===== config.mk =====
export PLATFORM = sky130hd
export DESIGN_NAME = frame_scheduler_state_machine_top
export DESIGN_NICKNAME = d
export VERILOG_FILES = /design/src/design/fssm_pkg.sv /design/src/design/frame_scheduler_state_machine_top.sv
export SDC_FILE = /design/constraint.sdc
export NUM_CORES = 1
export LEC_CHECK = 0
export BUFFER_PORTS_ARGS = -buffer_cell sky130_fd_sc_hd__buf_2
export CAP_MARGIN = 20
export CORE_MARGIN = 10
export CORE_UTILIZATION = 59
export DETAILED_ROUTE_END_ITERATION = 10
export PLACE_DENSITY = 0.79
export REMOVE_ABC_BUFFERS = 1
export SLEW_MARGIN = 10
export SYNTH_ARGS = -nofsm -noshare
export SYNTH_HDL_FRONTEND = slang
export SYNTH_SLANG_ARGS = --single-unit

===== constraint.sdc =====
create_clock -name clk -period 4.55 [get_ports clk]
set_input_delay 1.1375 -clock clk [delete_from_list [all_inputs] [get_ports clk]]
set_output_delay 1.1375 -clock clk [all_outputs]
set_load 0.03 [all_outputs]

===== src/design/fssm_pkg.sv =====
// ----------------------------------------------------------------------------
// fssm_pkg
// Types and codes shared by the frame scheduler state machine.
// ----------------------------------------------------------------------------
package fssm_pkg;

  // event codes
  typedef enum logic [4:0] {
    OP_PERFORM        = 5'd0,
    OP_ENTER_FRAME    = 5'd1,
    OP_LEAVE_FRAME    = 5'd2,
    OP_VISIBLE        = 5'd3,
    OP_NEEDS_REDRAW   = 5'd4,
    OP_INCOMPLETE     = 5'd5,
    OP_DRAW_DONE      = 5'd6,
    OP_NEEDS_COMMIT   = 5'd7,
    OP_READBACK       = 5'd8,
    OP_FINISH_COMMIT  = 5'd9,
    OP_FRAME_ABORTED  = 5'd10,
    OP_SURFACE_LOST   = 5'd11,
    OP_READY_ACTIVATE = 5'd12,
    OP_CAN_DRAW       = 5'd13,
    OP_SURFACE_MADE   = 5'd14,
    OP_TEXTURE_REQ    = 5'd15,
    OP_CAN_START      = 5'd16,
    OP_QUERY          = 5'd17
  } op_t;

  // action codes
  typedef enum logic [3:0] {
    ACT_NONE           = 4'd0,
    ACT_BEGIN_FRAME    = 4'd1,
    ACT_COMMIT         = 4'd2,
    ACT_UPDATE_TILES   = 4'd3,
    ACT_ACTIVATE       = 4'd4,
    ACT_DRAW_POSSIBLE  = 4'd5,
    ACT_DRAW_FORCED    = 4'd6,
    ACT_DRAW_ABORT     = 4'd7,
    ACT_DRAW_READBACK  = 4'd8,
    ACT_CREATE_SURFACE = 4'd9,
    ACT_ACQUIRE_TEX    = 4'd10
  } action_t;

  typedef enum logic [1:0] {
    CFG_IMPL_SIDE  = 2'd0,
    CFG_FORCE_DRAW = 2'd1,
    CFG_MAX_FAILS  = 2'd2
  } cfg_idx_t;

  typedef enum logic [2:0] {
    SURF_ACTIVE      = 3'd0,
    SURF_LOST        = 3'd1,
    SURF_CREATING    = 3'd2,
    SURF_WAIT_COMMIT = 3'd3,
    SURF_WAIT_ACT    = 3'd4
  } surf_t;

  typedef enum logic [1:0] {
    CP_IDLE        = 2'd0,
    CP_IN_PROGRESS = 2'd1,
    CP_READY       = 2'd2,
    CP_WAIT_DRAW   = 2'd3
  } commit_t;

  typedef enum logic [1:0] {
    TEX_UNLOCKED = 2'd0,
    TEX_MAIN     = 2'd1,
    TEX_IMPL     = 2'd2
  } tex_t;

  typedef enum logic [1:0] {
    FR_IDLE        = 2'd0,
    FR_WAIT_COMMIT = 2'd1,
    FR_WAIT_ACT    = 2'd2,
    FR_WAIT_DRAW   = 2'd3
  } forced_t;

  typedef enum logic [2:0] {
    RB_IDLE             = 3'd0,
    RB_NEEDS_BEGIN      = 3'd1,
    RB_WAIT_COMMIT      = 3'd2,
    RB_WAIT_ACT         = 3'd3,
    RB_WAIT_DRAW        = 3'd4,
    RB_WAIT_REPL_COMMIT = 3'd5,
    RB_WAIT_REPL_ACT    = 3'd6
  } readback_t;

  // status flag bit positions
  localparam int FlagBits       = 13;
  localparam int F_NEEDS_REDRAW = 0;
  localparam int F_INCOMPLETE   = 1;
  localparam int F_NEEDS_COMMIT = 2;
  localparam int F_TEX_WANTED   = 3;
  localparam int F_INSIDE_FRAME = 4;
  localparam int F_VISIBLE      = 5;
  localparam int F_CAN_START    = 6;
  localparam int F_CAN_DRAW     = 7;
  localparam int F_PENDING      = 8;
  localparam int F_PENDING_RDY  = 9;
  localparam int F_FIRST_DRAW   = 10;
  localparam int F_DRAW_FAILED  = 11;
  localparam int F_SURFACE_INIT = 12;

  localparam logic [7:0] MaxFailsReset = 8'd3;
  localparam logic [7:0] FailCountMax  = 8'd255;

  typedef struct packed {
    surf_t                 surf;
    commit_t               cp;
    tex_t                  tex;
    forced_t               fr;
    readback_t             rb;
    logic [7:0]            fails;
    logic                  swapped;
    logic                  tiles_done;
    logic                  begin_sent;
    logic [FlagBits-1:0]   flags;
  } sched_state_t;

  typedef struct packed {
    action_t    next_step;
    logic       begin_frame_needed;
    logic       proactive_begin_frame;
    logic [1:0] commit_phase;
    logic [2:0] surface_phase;
  } result_t;

endpackage


===== src/design/frame_scheduler_state_machine_top.sv =====
// ----------------------------------------------------------------------------
// frame_scheduler_state_machine_top
// Display frame scheduler: takes one event per item, updates the surface,
// commit, texture, forced-redraw and readback sub-states and reports the
// prioritized next action.
// ----------------------------------------------------------------------------
//   channel  | handshake                  | payload
//   ---------+----------------------------+------------------------------------
//   in       | in_valid / in_stall        | op, action, flag
//   out      | out_valid / out_stall      | next_step, begin_frame_needed,
//            |                            | proactive_begin_frame, commit_phase,
//            |                            | surface_phase
//   cfg      | cfg_write                  | cfg_index, cfg_data
//
// one item per cycle while in_stall is low; the state update and the result
// are computed in the cycle of acceptance. the result is registered in the
// result register, or in the skid register while the result register holds
// one not yet taken, so the input stalls only when both hold untaken results.
// rst is synchronous and clears the state, config registers and both valids.
// ----------------------------------------------------------------------------
module frame_scheduler_state_machine_top (
  input  logic                 clk,
  input  logic                 rst,
  input  logic                 cfg_write,
  input  logic [1:0]           cfg_index,
  input  logic [7:0]           cfg_data,
  input  logic                 in_valid,
  output logic                 in_stall,
  input  logic [4:0]           op,
  input  logic [3:0]           action,
  input  logic                 flag,
  output logic                 out_valid,
  input  logic                 out_stall,
  output logic [3:0]           next_step,
  output logic                 begin_frame_needed,
  output logic                 proactive_begin_frame,
  output logic [1:0]           commit_phase,
  output logic [2:0]           surface_phase
);
  import fssm_pkg::*;

  logic         pending_tree_mode;
  logic         force_draw_on_checkerboard;
  logic [7:0]   max_failed_draws;

  sched_state_t state;
  sched_state_t state_next;
  result_t      res_next;
  result_t      head;
  result_t      skid;
  logic         skid_valid;
  logic         in_acc;
  logic         out_take;

  assign in_stall = skid_valid;
  assign in_acc   = in_valid & ~skid_valid;
  assign out_take = out_valid & ~out_stall;

  // configuration registers
  always_ff @(posedge clk) begin
    if (rst) begin
      pending_tree_mode          <= 1'b0;
      force_draw_on_checkerboard <= 1'b0;
      max_failed_draws           <= MaxFailsReset;
    end else if (cfg_write) begin
      unique case (cfg_index)
        CFG_IMPL_SIDE:  pending_tree_mode          <= cfg_data[0];
        CFG_FORCE_DRAW: force_draw_on_checkerboard <= cfg_data[0];
        CFG_MAX_FAILS:  max_failed_draws           <= cfg_data;
        default: ;
      endcase
    end
  end

  // next state and result for the item at the input
  always_comb begin
    sched_state_t st;
    logic do_commit;
    logic abrt;
    logic do_act;
    logic do_draw;
    logic swp;
    logic pend;
    logic has_surf;
    logic force_act;
    logic abort_dr;
    logic draw;
    logic want_begin;
    logic need;
    action_t na;

    st        = state;
    do_commit = 1'b0;
    abrt      = 1'b0;
    do_act    = 1'b0;
    do_draw   = 1'b0;
    swp       = 1'b0;

    unique case (op)
      OP_PERFORM: begin
        unique case (action)
          ACT_BEGIN_FRAME: begin
            st.cp = CP_IN_PROGRESS;
            st.flags[F_NEEDS_COMMIT] = 1'b0;
            if (st.rb == RB_NEEDS_BEGIN) st.rb = RB_WAIT_COMMIT;
            st.begin_sent = 1'b1;
          end
          ACT_COMMIT:         do_commit = 1'b1;
          ACT_UPDATE_TILES:   st.tiles_done = 1'b1;
          ACT_ACTIVATE:       do_act = 1'b1;
          ACT_DRAW_POSSIBLE,
          ACT_DRAW_FORCED: begin
            do_draw = 1'b1;
            swp     = 1'b1;
          end
          ACT_DRAW_ABORT,
          ACT_DRAW_READBACK:  do_draw = 1'b1;
          ACT_CREATE_SURFACE: st.surf = SURF_CREATING;
          ACT_ACQUIRE_TEX: begin
            st.tex = TEX_MAIN;
            st.flags[F_TEX_WANTED] = 1'b0;
          end
          default: ;
        endcase
      end
      OP_ENTER_FRAME: begin
        st.swapped    = 1'b0;
        st.tiles_done = 1'b0;
        st.begin_sent = 1'b0;
        st.flags[F_INSIDE_FRAME] = 1'b1;
      end
      OP_LEAVE_FRAME:  st.flags[F_INSIDE_FRAME] = 1'b0;
      OP_VISIBLE:      st.flags[F_VISIBLE] = flag;
      OP_NEEDS_REDRAW: st.flags[F_NEEDS_REDRAW] = 1'b1;
      OP_INCOMPLETE:   st.flags[F_INCOMPLETE] = flag;
      OP_DRAW_DONE: begin
        st.flags[F_DRAW_FAILED] = ~flag;
        if (flag) begin
          st.fails = '0;
        end else begin
          st.flags[F_NEEDS_REDRAW] = 1'b1;
          st.flags[F_NEEDS_COMMIT] = 1'b1;
          if (st.fails != FailCountMax) st.fails = st.fails + 8'd1;
          if (force_draw_on_checkerboard && (st.fails >= max_failed_draws)) begin
            st.fails = '0;
            st.fr    = FR_WAIT_COMMIT;
          end
        end
      end
      OP_NEEDS_COMMIT: st.flags[F_NEEDS_COMMIT] = 1'b1;
      OP_READBACK:
        st.rb = (st.cp == CP_IN_PROGRESS) ? RB_WAIT_COMMIT : RB_NEEDS_BEGIN;
      OP_FINISH_COMMIT: st.cp = CP_READY;
      OP_FRAME_ABORTED: begin
        if (flag) begin
          do_commit = 1'b1;
          abrt      = 1'b1;
        end else begin
          st.cp = CP_IDLE;
          st.flags[F_NEEDS_COMMIT] = 1'b1;
        end
      end
      OP_SURFACE_LOST: begin
        if (st.surf != SURF_LOST && st.surf != SURF_CREATING) begin
          st.surf = SURF_LOST;
          st.flags[F_NEEDS_REDRAW] = 1'b0;
        end
      end
      OP_READY_ACTIVATE:
        if (st.flags[F_PENDING]) st.flags[F_PENDING_RDY] = 1'b1;
      OP_CAN_DRAW: st.flags[F_CAN_DRAW] = flag;
      OP_SURFACE_MADE: begin
        st.surf = SURF_WAIT_COMMIT;
        if (st.flags[F_SURFACE_INIT]) st.flags[F_NEEDS_COMMIT] = 1'b1;
        st.flags[F_SURFACE_INIT] = 1'b1;
      end
      OP_TEXTURE_REQ: st.flags[F_TEX_WANTED] = 1'b1;
      OP_CAN_START:   st.flags[F_CAN_START] = flag;
      default: ;
    endcase

    // commit finished or aborted with handling
    pend = pending_tree_mode & ~abrt;
    if (do_commit) begin
      st.flags[F_PENDING] = pend;
      if (st.rb == RB_WAIT_COMMIT)
        st.rb = pend ? RB_WAIT_ACT : RB_WAIT_DRAW;
      else if (st.rb == RB_WAIT_REPL_COMMIT)
        st.rb = pend ? RB_WAIT_REPL_ACT : RB_IDLE;
      if (st.rb == RB_IDLE || st.rb == RB_WAIT_REPL_ACT) begin
        if (st.fr == FR_WAIT_COMMIT) st.fr = pend ? FR_WAIT_ACT : FR_WAIT_DRAW;
        if (st.surf == SURF_WAIT_COMMIT) begin
          if (pend) begin
            st.surf = SURF_WAIT_ACT;
          end else begin
            st.surf = SURF_ACTIVE;
            st.flags[F_NEEDS_REDRAW] = 1'b1;
          end
        end
      end
      if (!abrt || st.rb != RB_IDLE || st.fr != FR_IDLE) st.cp = CP_WAIT_DRAW;
      else st.cp = CP_IDLE;
      if (!pend && (!abrt || st.rb == RB_WAIT_DRAW || st.fr == FR_WAIT_DRAW)) begin
        st.flags[F_NEEDS_REDRAW] = 1'b1;
        st.flags[F_FIRST_DRAW]   = 1'b1;
      end
      st.flags[F_PENDING_RDY] = 1'b0;
      if (st.flags[F_DRAW_FAILED]) st.swapped = 1'b0;
      st.tex = (pend || st.flags[F_NEEDS_REDRAW]) ? TEX_IMPL : TEX_UNLOCKED;
    end

    if (do_act) begin
      if (st.surf == SURF_WAIT_ACT) st.surf = SURF_ACTIVE;
      if (st.fr == FR_WAIT_ACT) st.fr = FR_WAIT_DRAW;
      if (st.rb == RB_WAIT_ACT) st.rb = RB_WAIT_DRAW;
      else if (st.rb == RB_WAIT_REPL_ACT) st.rb = RB_IDLE;
      st.flags[F_PENDING]      = 1'b0;
      st.flags[F_PENDING_RDY]  = 1'b0;
      st.flags[F_FIRST_DRAW]   = 1'b1;
      st.flags[F_NEEDS_REDRAW] = 1'b1;
    end

    if (do_draw) begin
      priority if (st.rb == RB_WAIT_DRAW) begin
        st.cp = CP_IN_PROGRESS;
        st.rb = RB_WAIT_REPL_COMMIT;
      end else if (st.fr == FR_WAIT_DRAW) begin
        st.cp = CP_IDLE;
        st.fr = FR_IDLE;
      end else if (st.cp == CP_WAIT_DRAW && !st.flags[F_PENDING]) begin
        st.cp = CP_IDLE;
      end
      if (st.tex == TEX_IMPL) st.tex = TEX_UNLOCKED;
      st.flags[F_NEEDS_REDRAW] = 1'b0;
      st.flags[F_DRAW_FAILED]  = 1'b0;
      st.flags[F_FIRST_DRAW]   = 1'b0;
      if (swp) st.swapped = 1'b1;
    end

    state_next = st;

    // result from the updated state
    has_surf  = (st.surf == SURF_ACTIVE) || (st.surf == SURF_WAIT_COMMIT) ||
                (st.surf == SURF_WAIT_ACT);
    force_act = (st.tex == TEX_MAIN) || (st.surf == SURF_LOST);
    abort_dr  = force_act || !st.flags[F_CAN_DRAW] || !st.flags[F_VISIBLE];

    priority if (st.rb == RB_WAIT_REPL_COMMIT || st.rb == RB_WAIT_REPL_ACT) draw = 1'b0;
    else if (st.rb == RB_WAIT_DRAW)                      draw = 1'b1;
    else if (abort_dr)                                   draw = st.flags[F_FIRST_DRAW];
    else if (st.swapped || !st.flags[F_INSIDE_FRAME])    draw = 1'b0;
    else if (st.fr == FR_WAIT_DRAW)                      draw = 1'b1;
    else                                                 draw = st.flags[F_NEEDS_REDRAW];

    priority if (!st.flags[F_NEEDS_COMMIT] || st.cp != CP_IDLE || st.flags[F_PENDING])
      want_begin = 1'b0;
    else if (st.rb == RB_NEEDS_BEGIN) want_begin = 1'b1;
    else if (!st.flags[F_VISIBLE])    want_begin = 1'b0;
    else if (st.surf == SURF_WAIT_COMMIT || st.fr == FR_WAIT_COMMIT) want_begin = 1'b1;
    else if (st.begin_sent)           want_begin = 1'b0;
    else                              want_begin = has_surf;

    priority if (st.flags[F_TEX_WANTED] && st.tex == TEX_UNLOCKED)
      na = ACT_ACQUIRE_TEX;
    else if (pending_tree_mode && !st.tiles_done && has_surf &&
             (draw || st.flags[F_INCOMPLETE]))
      na = ACT_UPDATE_TILES;
    else if (st.flags[F_PENDING] && !st.flags[F_FIRST_DRAW] &&
             (force_act || st.flags[F_PENDING_RDY]))
      na = ACT_ACTIVATE;
    else if (st.cp == CP_READY)
      na = ACT_COMMIT;
    else if (draw) begin
      priority if (st.rb == RB_WAIT_DRAW) na = ACT_DRAW_READBACK;
      else if (abort_dr)                  na = ACT_DRAW_ABORT;
      else if (st.fr == FR_WAIT_DRAW)     na = ACT_DRAW_FORCED;
      else                                na = ACT_DRAW_POSSIBLE;
    end else if (want_begin)
      na = ACT_BEGIN_FRAME;
    else if (st.flags[F_CAN_START] && st.cp == CP_IDLE && !st.flags[F_FIRST_DRAW] &&
             !st.flags[F_PENDING] && st.surf == SURF_LOST)
      na = ACT_CREATE_SURFACE;
    else
      na = ACT_NONE;

    priority if (!has_surf || !st.flags[F_CAN_DRAW]) need = 1'b0;
    else if (st.fr == FR_WAIT_DRAW)                  need = 1'b1;
    else if (!st.flags[F_VISIBLE])                   need = 1'b0;
    else need = st.flags[F_INCOMPLETE] | st.flags[F_NEEDS_REDRAW];

    res_next.next_step             = na;
    res_next.begin_frame_needed    = need;
    res_next.proactive_begin_frame = has_surf && st.flags[F_VISIBLE] &&
      (st.flags[F_NEEDS_COMMIT] || st.cp != CP_IDLE || st.flags[F_PENDING]);
    res_next.commit_phase          = st.cp;
    res_next.surface_phase         = st.surf;
  end

  // scheduler state
  always_ff @(posedge clk) begin
    if (rst) begin
      state.surf       <= SURF_LOST;
      state.cp         <= CP_IDLE;
      state.tex        <= TEX_UNLOCKED;
      state.fr         <= FR_IDLE;
      state.rb         <= RB_IDLE;
      state.fails      <= '0;
      state.swapped    <= 1'b0;
      state.tiles_done <= 1'b0;
      state.begin_sent <= 1'b0;
      state.flags      <= '0;
    end else if (in_acc) begin
      state <= state_next;
    end
  end

  // result register with skid stage
  always_ff @(posedge clk) begin
    if (rst) begin
      out_valid  <= 1'b0;
      skid_valid <= 1'b0;
    end else begin
      if (out_take) begin
        if (skid_valid) begin
          out_valid  <= 1'b1;
          skid_valid <= 1'b0;
        end else begin
          out_valid <= in_acc;
        end
      end else if (in_acc) begin
        if (out_valid) skid_valid <= 1'b1;
        else           out_valid  <= 1'b1;
      end
    end
  end

  always_ff @(posedge clk) begin
    if (out_take && skid_valid) begin
      head <= skid;
    end else if (in_acc && (out_take || !out_valid)) begin
      head <= res_next;
    end
    if (in_acc && out_valid && !out_take) begin
      skid <= res_next;
    end
  end

  assign next_step             = head.next_step;
  assign begin_frame_needed    = head.begin_frame_needed;
  assign proactive_begin_frame = head.proactive_begin_frame;
  assign commit_phase          = head.commit_phase;
  assign surface_phase         = head.surface_phase;

endmodule


==> results of run 1 <==
area by class of cell:
class	count	area, um2	area share
clock buffers	10	138	0.0251
multi-input cells	464	3060	0.556
flip-flops and latches	70	1620	0.295
inverters	17	63.8	0.0116
well taps	105	131	0.0239
repair buffers	71	440	0.0802
clock inverters	6	42.5	0.00774
cells in the final DEF, fill, tap and decap left out, drive strengths merged, types with 8 or more instances in the layout:
| cell | count |
|---|---|
| nor2 | 75 |
| buf | 71 |
| nand2 | 63 |
| dfxtp | 48 |
| a21oi | 45 |
| o21ai | 25 |
| edfxtp | 22 |
| inv | 20 |
| nand3 | 19 |
| nor3 | 17 |
| mux2i | 15 |
| a211oi | 12 |
| nor2b | 12 |
| and3 | 11 |
| and2 | 11 |
| clkbuf | 10 |
| a31oi | 10 |
| a22oi | 10 |
| ha | 9 |
| nand2b | 8 |
| xnor2 | 8 |
cells by family (layout without fill, tap and decap cells):
| logic type | Yosys count | in the layout | synth area share |
|---|---|---|---|
| compound gates | 169 | 169 | 0.255 |
| fa+ha+maj | 9 | 9 | 0.0232 |
| buf+inv | 47 | 104 | 0.0441 |
| xor+xnor | 9 | 9 | 0.0163 |
| simple gates | 257 | 257 | 0.285 |
| mux | 20 | 20 | 0.0426 |
| flops | 70 | 70 | 0.334 |
repair_timing:
action                     4_1_cts  5_1_grt
setup endpoints to repair        2        8
gates resized for setup          2        8
hold endpoints to repair         0        0
setup buffers                    0        5
pin swaps                        0        5
power groups by stage:
stage / Sequential (mW) / Clock, mW / Combinational [mW]
2_1_floorplan: 0.719 / 0 / 0.137
3_3_place_gp: 0.701 / 0 / 0.256
3_5_place_dp: 0.702 / 0 / 0.259
4_1_cts: 0.688 / 0.482 / 0.260
5_1_grt: 0.691 / 0.508 / 0.288
6_report: 0.688 / 0.477 / 0.265
worst reg2reg max path: cells and delay by family, from the launching register on:
kind | cells | cell delay [ns]
AO/OA/AOI/OAI | 5 | 1.03
XOR/XNOR | 1 | 0.21
adder cells (fa/ha/maj) | 2 | 0.52
buffers and inverters | 1 | 0.20
flip-flops | 1 | 0.35
multiplexers | 1 | 0.27
AND/OR/NAND/NOR | 7 | 1.50
routing by layer:
metal	up-vias	GRT usage
li1	2258	-
met1	2254	0.319
met2	188	0.352
met3	24	0.0460
met4	0	0.0590
met5	-	0
worst paths after layout:
path | startpoint | endpoint | slack, ns | cells after the start
max | state[16]$_SDFFE_PP0P_ | next_step[1]$_DFFE_PP_ | 0.22 | 17
min | state[15]$_SDFFE_PP0P_ | state[15]$_SDFFE_PP0P_ | 0.46 | 2
min reg2reg | state[15]$_SDFFE_PP0P_ | state[15]$_SDFFE_PP0P_ | 0.46 | 2
max reg2reg | state[16]$_SDFFE_PP0P_ | next_step[1]$_DFFE_PP_ | 0.22 | 17
flip-flops by register name, summed over array words and instances (netlist names), 2 cells and up:
| signal | flops |
|---|---|
| commit_phase | 2 |
| state | 36 |
| max_failed_draws | 8 |
| skid | 11 |
| surface_phase | 3 |
| next_step | 4 |
stage by stage:
| stage | TNS (ns) | instances | setup slack [ns] |
|---|---|---|---|
| 6_report | 0 | 743 | 0.222 |
| 5_1_grt | -0.0156 | 743 | -0.0135 |
| 4_1_cts | 0 | 737 | 0.0925 |
| 3_5_place_dp | -0.0698 | 721 | -0.0698 |
| 3_3_place_gp | 0 | 721 | 0.0395 |
| 2_1_floorplan | 0 | 551 | 0.481 |
==> run metrics, run 1 <==
Hold Path Class reg2reg; Setup Viol. Count Final 0; Slew @ Worst Pin 0.939 ns; Crit path max-delay family simple AND/OR/NAND/NOR gates; core area 0.00809 mm2; global-route wire length before repair between 20000 and 25000 um; Cell Int Power 982 uW; Async SR Flop Fraction 0; worst-case clock skew 0.0108 ns; vias post-DR approximately 4700; via/cell ratio 6.36; endpoints failing hold 0; combinational share of power 0.185; vias in the first global route 4355; Residual DRC 0; status finished, final reports clean; CTS tree done; slew margin rel. 0.374; largest net degree at the start of global routing 49; power density cells 260 mW/mm2; crit path kind reg2reg; Placer Congestion 1.05; Port Buffers 37; # H-tree levels 3; Reg power frac 0.481; Final min period 4.33 ns; area leader, netlist dfxtp_1; later-pin clock latency in the skew report 0.35 ns; Post-DP Area 0.00523 mm2; die height around 110 um; most common cell in the netlist nor2_1; Hold Buf Count CTS 0; peak supply drop between 0.00015 and 0.0002 V; Cell variety after synth 87; # rows 33; Leak roughly 2.2 nW; total CTS buffers 9; Synthesis Warnings 0; initial antenna violation count 0; maxcap violations 0; clock sink count 70; met2 routed wirelength 6430 um; Fillers 690; ranking of synthesized cells by area dfxtp_1, edfxtp_1, nor2_1, nand2_1, a21oi_1; Max Fclk ~230 MHz; Tot GR Track Use 0.229; dpl hpwl 11000 um; NumNets Final about 670; CP Launch Type flop; I/O pins 38; post-synthesis cell count 581; max layer used met4; WL final 14500 um; EDFF count, synth 22; worst path cell trace ha_1, and2_2, nand3_4, nand4_1, xnor2_2, ha_1, and3_1, nand3_1, o211ai_1, buf_4, a21bo_2, o21ai_0, and3_1, or4b_4, a31oi_4, o211ai_2, mux2_2; register area share after synthesis 0.334; number of DRC markers in iteration 0 482; CP Buf/Inv Count 1; metal1 wirelength 6720 um; Root Driver clkbuf_8; Post-Layout Inst Area around 0.0055 mm2; worst path required time 4.65 ns; WL/cell 19.5 um; Final Util 0.679; Pwr Total 1.43 mW; ANT cells 0; Worst path slowest cell or4b_4; Tcrit/Tclk final 0.951; share of post-route cells with drive strength above 1 0.213; area fraction of the dominant cell type after synthesis 0.198; met3 wire len 1030 um; clock-pin slew on the worst setup and hold paths roughly 0.090 ns; Post-DRT Antenna Nets 0; Clock power frac 0.334; Crit. End Element flop; Seq cells post-synth 70; Primary FF master, synth dfxtp_1; Max Slew Vio Count 0; hold slack between 0.4 and 0.5 ns; drt pass-1 iters 6; Max Root-Sink Buffers 2; critical path data arrival time 4.43 ns; Switch Pwr 447 uW; Starting Density 0.599; Layout area overhead 13.3%; Worst path max stage delay 0.57 ns; crit path max fanout 5; cell area after synthesis 0.00485 mm2; die area 0.0122 mm2; GRT overflow 0; most frequent cells after synthesis nor2_1, nand2_1, dfxtp_1, a21oi_1, edfxtp_1; Die Span X 111 um; syn_area_per_cell 8.35 um2; Sw Ratio 0.313
(Power assumes the default switching activity.)
==> inputs of run 2 (changes only) <==
--- a/config.mk
+++ b/config.mk
@@ -10,7 +10,7 @@
 export CORE_MARGIN = 10
 export CORE_UTILIZATION = 59
 export DETAILED_ROUTE_END_ITERATION = 10
-export PLACE_DENSITY = 0.79
+export PLACE_DENSITY = 0.8
 export REMOVE_ABC_BUFFERS = 1
 export SLEW_MARGIN = 10
 export SYNTH_ARGS = -nofsm -noshare
==> run 2 against run 1 <==
Against the previous run: power is 9.4% higher; largest power group unchanged; core utilization is 0.71 points higher; critical path depth stayed put; sequential share of layout area is 0.31 points lower; clock power is 27% higher; worst setup slack better by 0.0030 ns; highest routed layer unchanged; clock-buffer cell count is 1 higher; register-to-register slack hardly changed; hold slack better by 0.0087 ns; clock skew is 0.0034 ns higher; non-clock buffer count is 3 higher.
==> run metrics, run 2 (synthesized netlist as in run 1, its figures left out) <==
die height 111 um; Placer Congestion 0.951; biggest registers after layout state (36), skid (11), max_failed_draws (8); I/O pins 38; Setup Viol. Count Final 0; ANT cells 0; status finished, final reports clean; most common cell after layout, fill and taps aside nor2_1; die area 0.0122 mm2; worst path required time 4.66 ns; Hold Buf Count CTS 0; Residual DRC 0; hold slack 0.467 ns; slew margin rel. 0.312; flop-to-flop setup slack ~0.22 ns; GRT overflow 0; Hold Path Class reg2reg; endpoints failing hold 0; Max Fclk 231 MHz; via/cell ratio 6.43; Layout area overhead 14.4%; Crit. End Element flop; Tcrit/Tclk final 0.951; setup TNS 0 ns; total CTS buffers 9; Largest register FFs 36; Reg with most FFs state; Max Root-Sink Buffers 2; Post-DRT Antenna Nets 0; share of post-route cells with drive strength above 1 0.211; vias in the first global route 4507; Min-Delay Path Depth 2; Port Buffers 37; number of DRC markers in iteration 0 slightly above 400; WL final 14600 um; Pwr Total between 1.5 and 2 mW; Tot GR Track Use 0.231; CP Capture Point next_step[1]$_DFFE_PP_; WL/cell 19.6 um; most frequent cells in the layout nor2_1, nand2_1, dfxtp_1, a21oi_1, buf_2; initial antenna violation count 0; power density cells roughly 280 mW/mm2; clock sink count 70; Slew @ Worst Pin 1.03 ns; CP Launch Type flop; Starting Density 0.599; Final min period 4.33 ns; Worst Setup SP state[16]$_SDFFE_PP0P_; worst-case clock skew 0.0142 ns; drt pass-1 iters 5; core area 0.00809 mm2; maxcap violations 0; critical path data arrival time 4.43 ns; later-pin clock latency in the skew report 0.36 ns; r2r startpoint state[16]$_SDFFE_PP0P_; NumNets Final between 600 and 700; peak supply drop 0.000145 V; # rows 33; Die Span X 111 um; # H-tree levels 3; R2R depth 17; dpl hpwl between 10000 and 15000 um; Root Driver clkbuf_8; Max Slew Vio Count 0; global-route wire length before repair 23500 um; clock-pin slew on the worst setup and hold paths roughly 0.09 ns; Leak 2.17 nW; largest net degree at the start of global routing 49; CTS tree done; vias post-DR 4799; crit path max fanout 8; RR Endpoint next_step[1]$_DFFE_PP_; crit path kind reg2reg
## run 2: worst min-delay path by stage
stage,startpoint,to,slack [ns]
global placement,state[15]$_SDFFE_PP0P_,state[15]$_SDFFE_PP0P_,0.44
finish,state[12]$_SDFFE_PP0P_,state[12]$_SDFFE_PP0P_,0.47
CTS,state[15]$_SDFFE_PP0P_,state[15]$_SDFFE_PP0P_,0.47
floorplan,state[15]$_SDFFE_PP0P_,state[15]$_SDFFE_PP0P_,0.43
detailed placement,state[12]$_SDFFE_PP0P_,state[12]$_SDFFE_PP0P_,0.46
global route,state[15]$_SDFFE_PP0P_,state[15]$_SDFFE_PP0P_,0.49
## run 2: final cells by class
| class | instances | area, um2 |
|---|---|---|
| clock buffers | 11 | 153 |
| clock inverters | 5 | 80.1 |
| fillers | 683 | 2540 |
| inverters | 17 | 63.8 |
| multi-input cells | 464 | 3030 |
| flip-flops and latches | 70 | 1620 |
| well taps | 105 | 131 |
| repair buffers | 74 | 470 |
## run 2: power by group
group | internal (mW) | leakage [nW] | total (mW) | switching, mW
Combinational | 0.0974 | 1.46 | 0.270 | 0.172
Clock | 0.343 | 0.119 | 0.606 | 0.263
Sequential | 0.672 | 0.595 | 0.688 | 0.0152
## run 2: metrics by stage
stage | setup slack, ns | area, um2 | utilization | cells
floorplan | 0.481 | 4700 | - | 551
global placement | 0.204 | 5280 | 0.653 | 728
detailed placement | 0.0257 | 5280 | 0.653 | 728
CTS | 0.00363 | 5520 | 0.682 | 744
global route | -0.0165 | 5550 | 0.686 | 746
finish | 0.225 | 5550 | 0.686 | 746
## run 2: repair_timing
action | 4_1_cts | 5_1_grt
buffers inserted | 0 | 1
endpoints found under the setup margin | 0 | 8
gates resized for setup | 0 | 5
## run 2: layer usage
metal	share of wire	vias to the layer above	track usage
li1	-	2267	-
met1	0.42	2257	0.299
met2	0.45	236	0.354
met3	0.093	39	0.0628
met4	0.035	0	0.0981
met5	0	-	0
## run 2: worst max-delay path, cell delays in order (launching register included)
cell      delay, ns
dfxtp_1        0.35
ha_1           0.22
and2_2         0.23
nand3_2        0.17
nand4_1        0.14
xnor2_1        0.17
ha_1           0.30
and3_1         0.15
nand3_1        0.08
o211ai_1       0.38
buf_4          0.20
a21bo_2        0.17
o21ai_0        0.11
and3_1         0.21
or4b_4         0.57
a31oi_4        0.23
o211ai_2       0.12
mux2_2         0.28
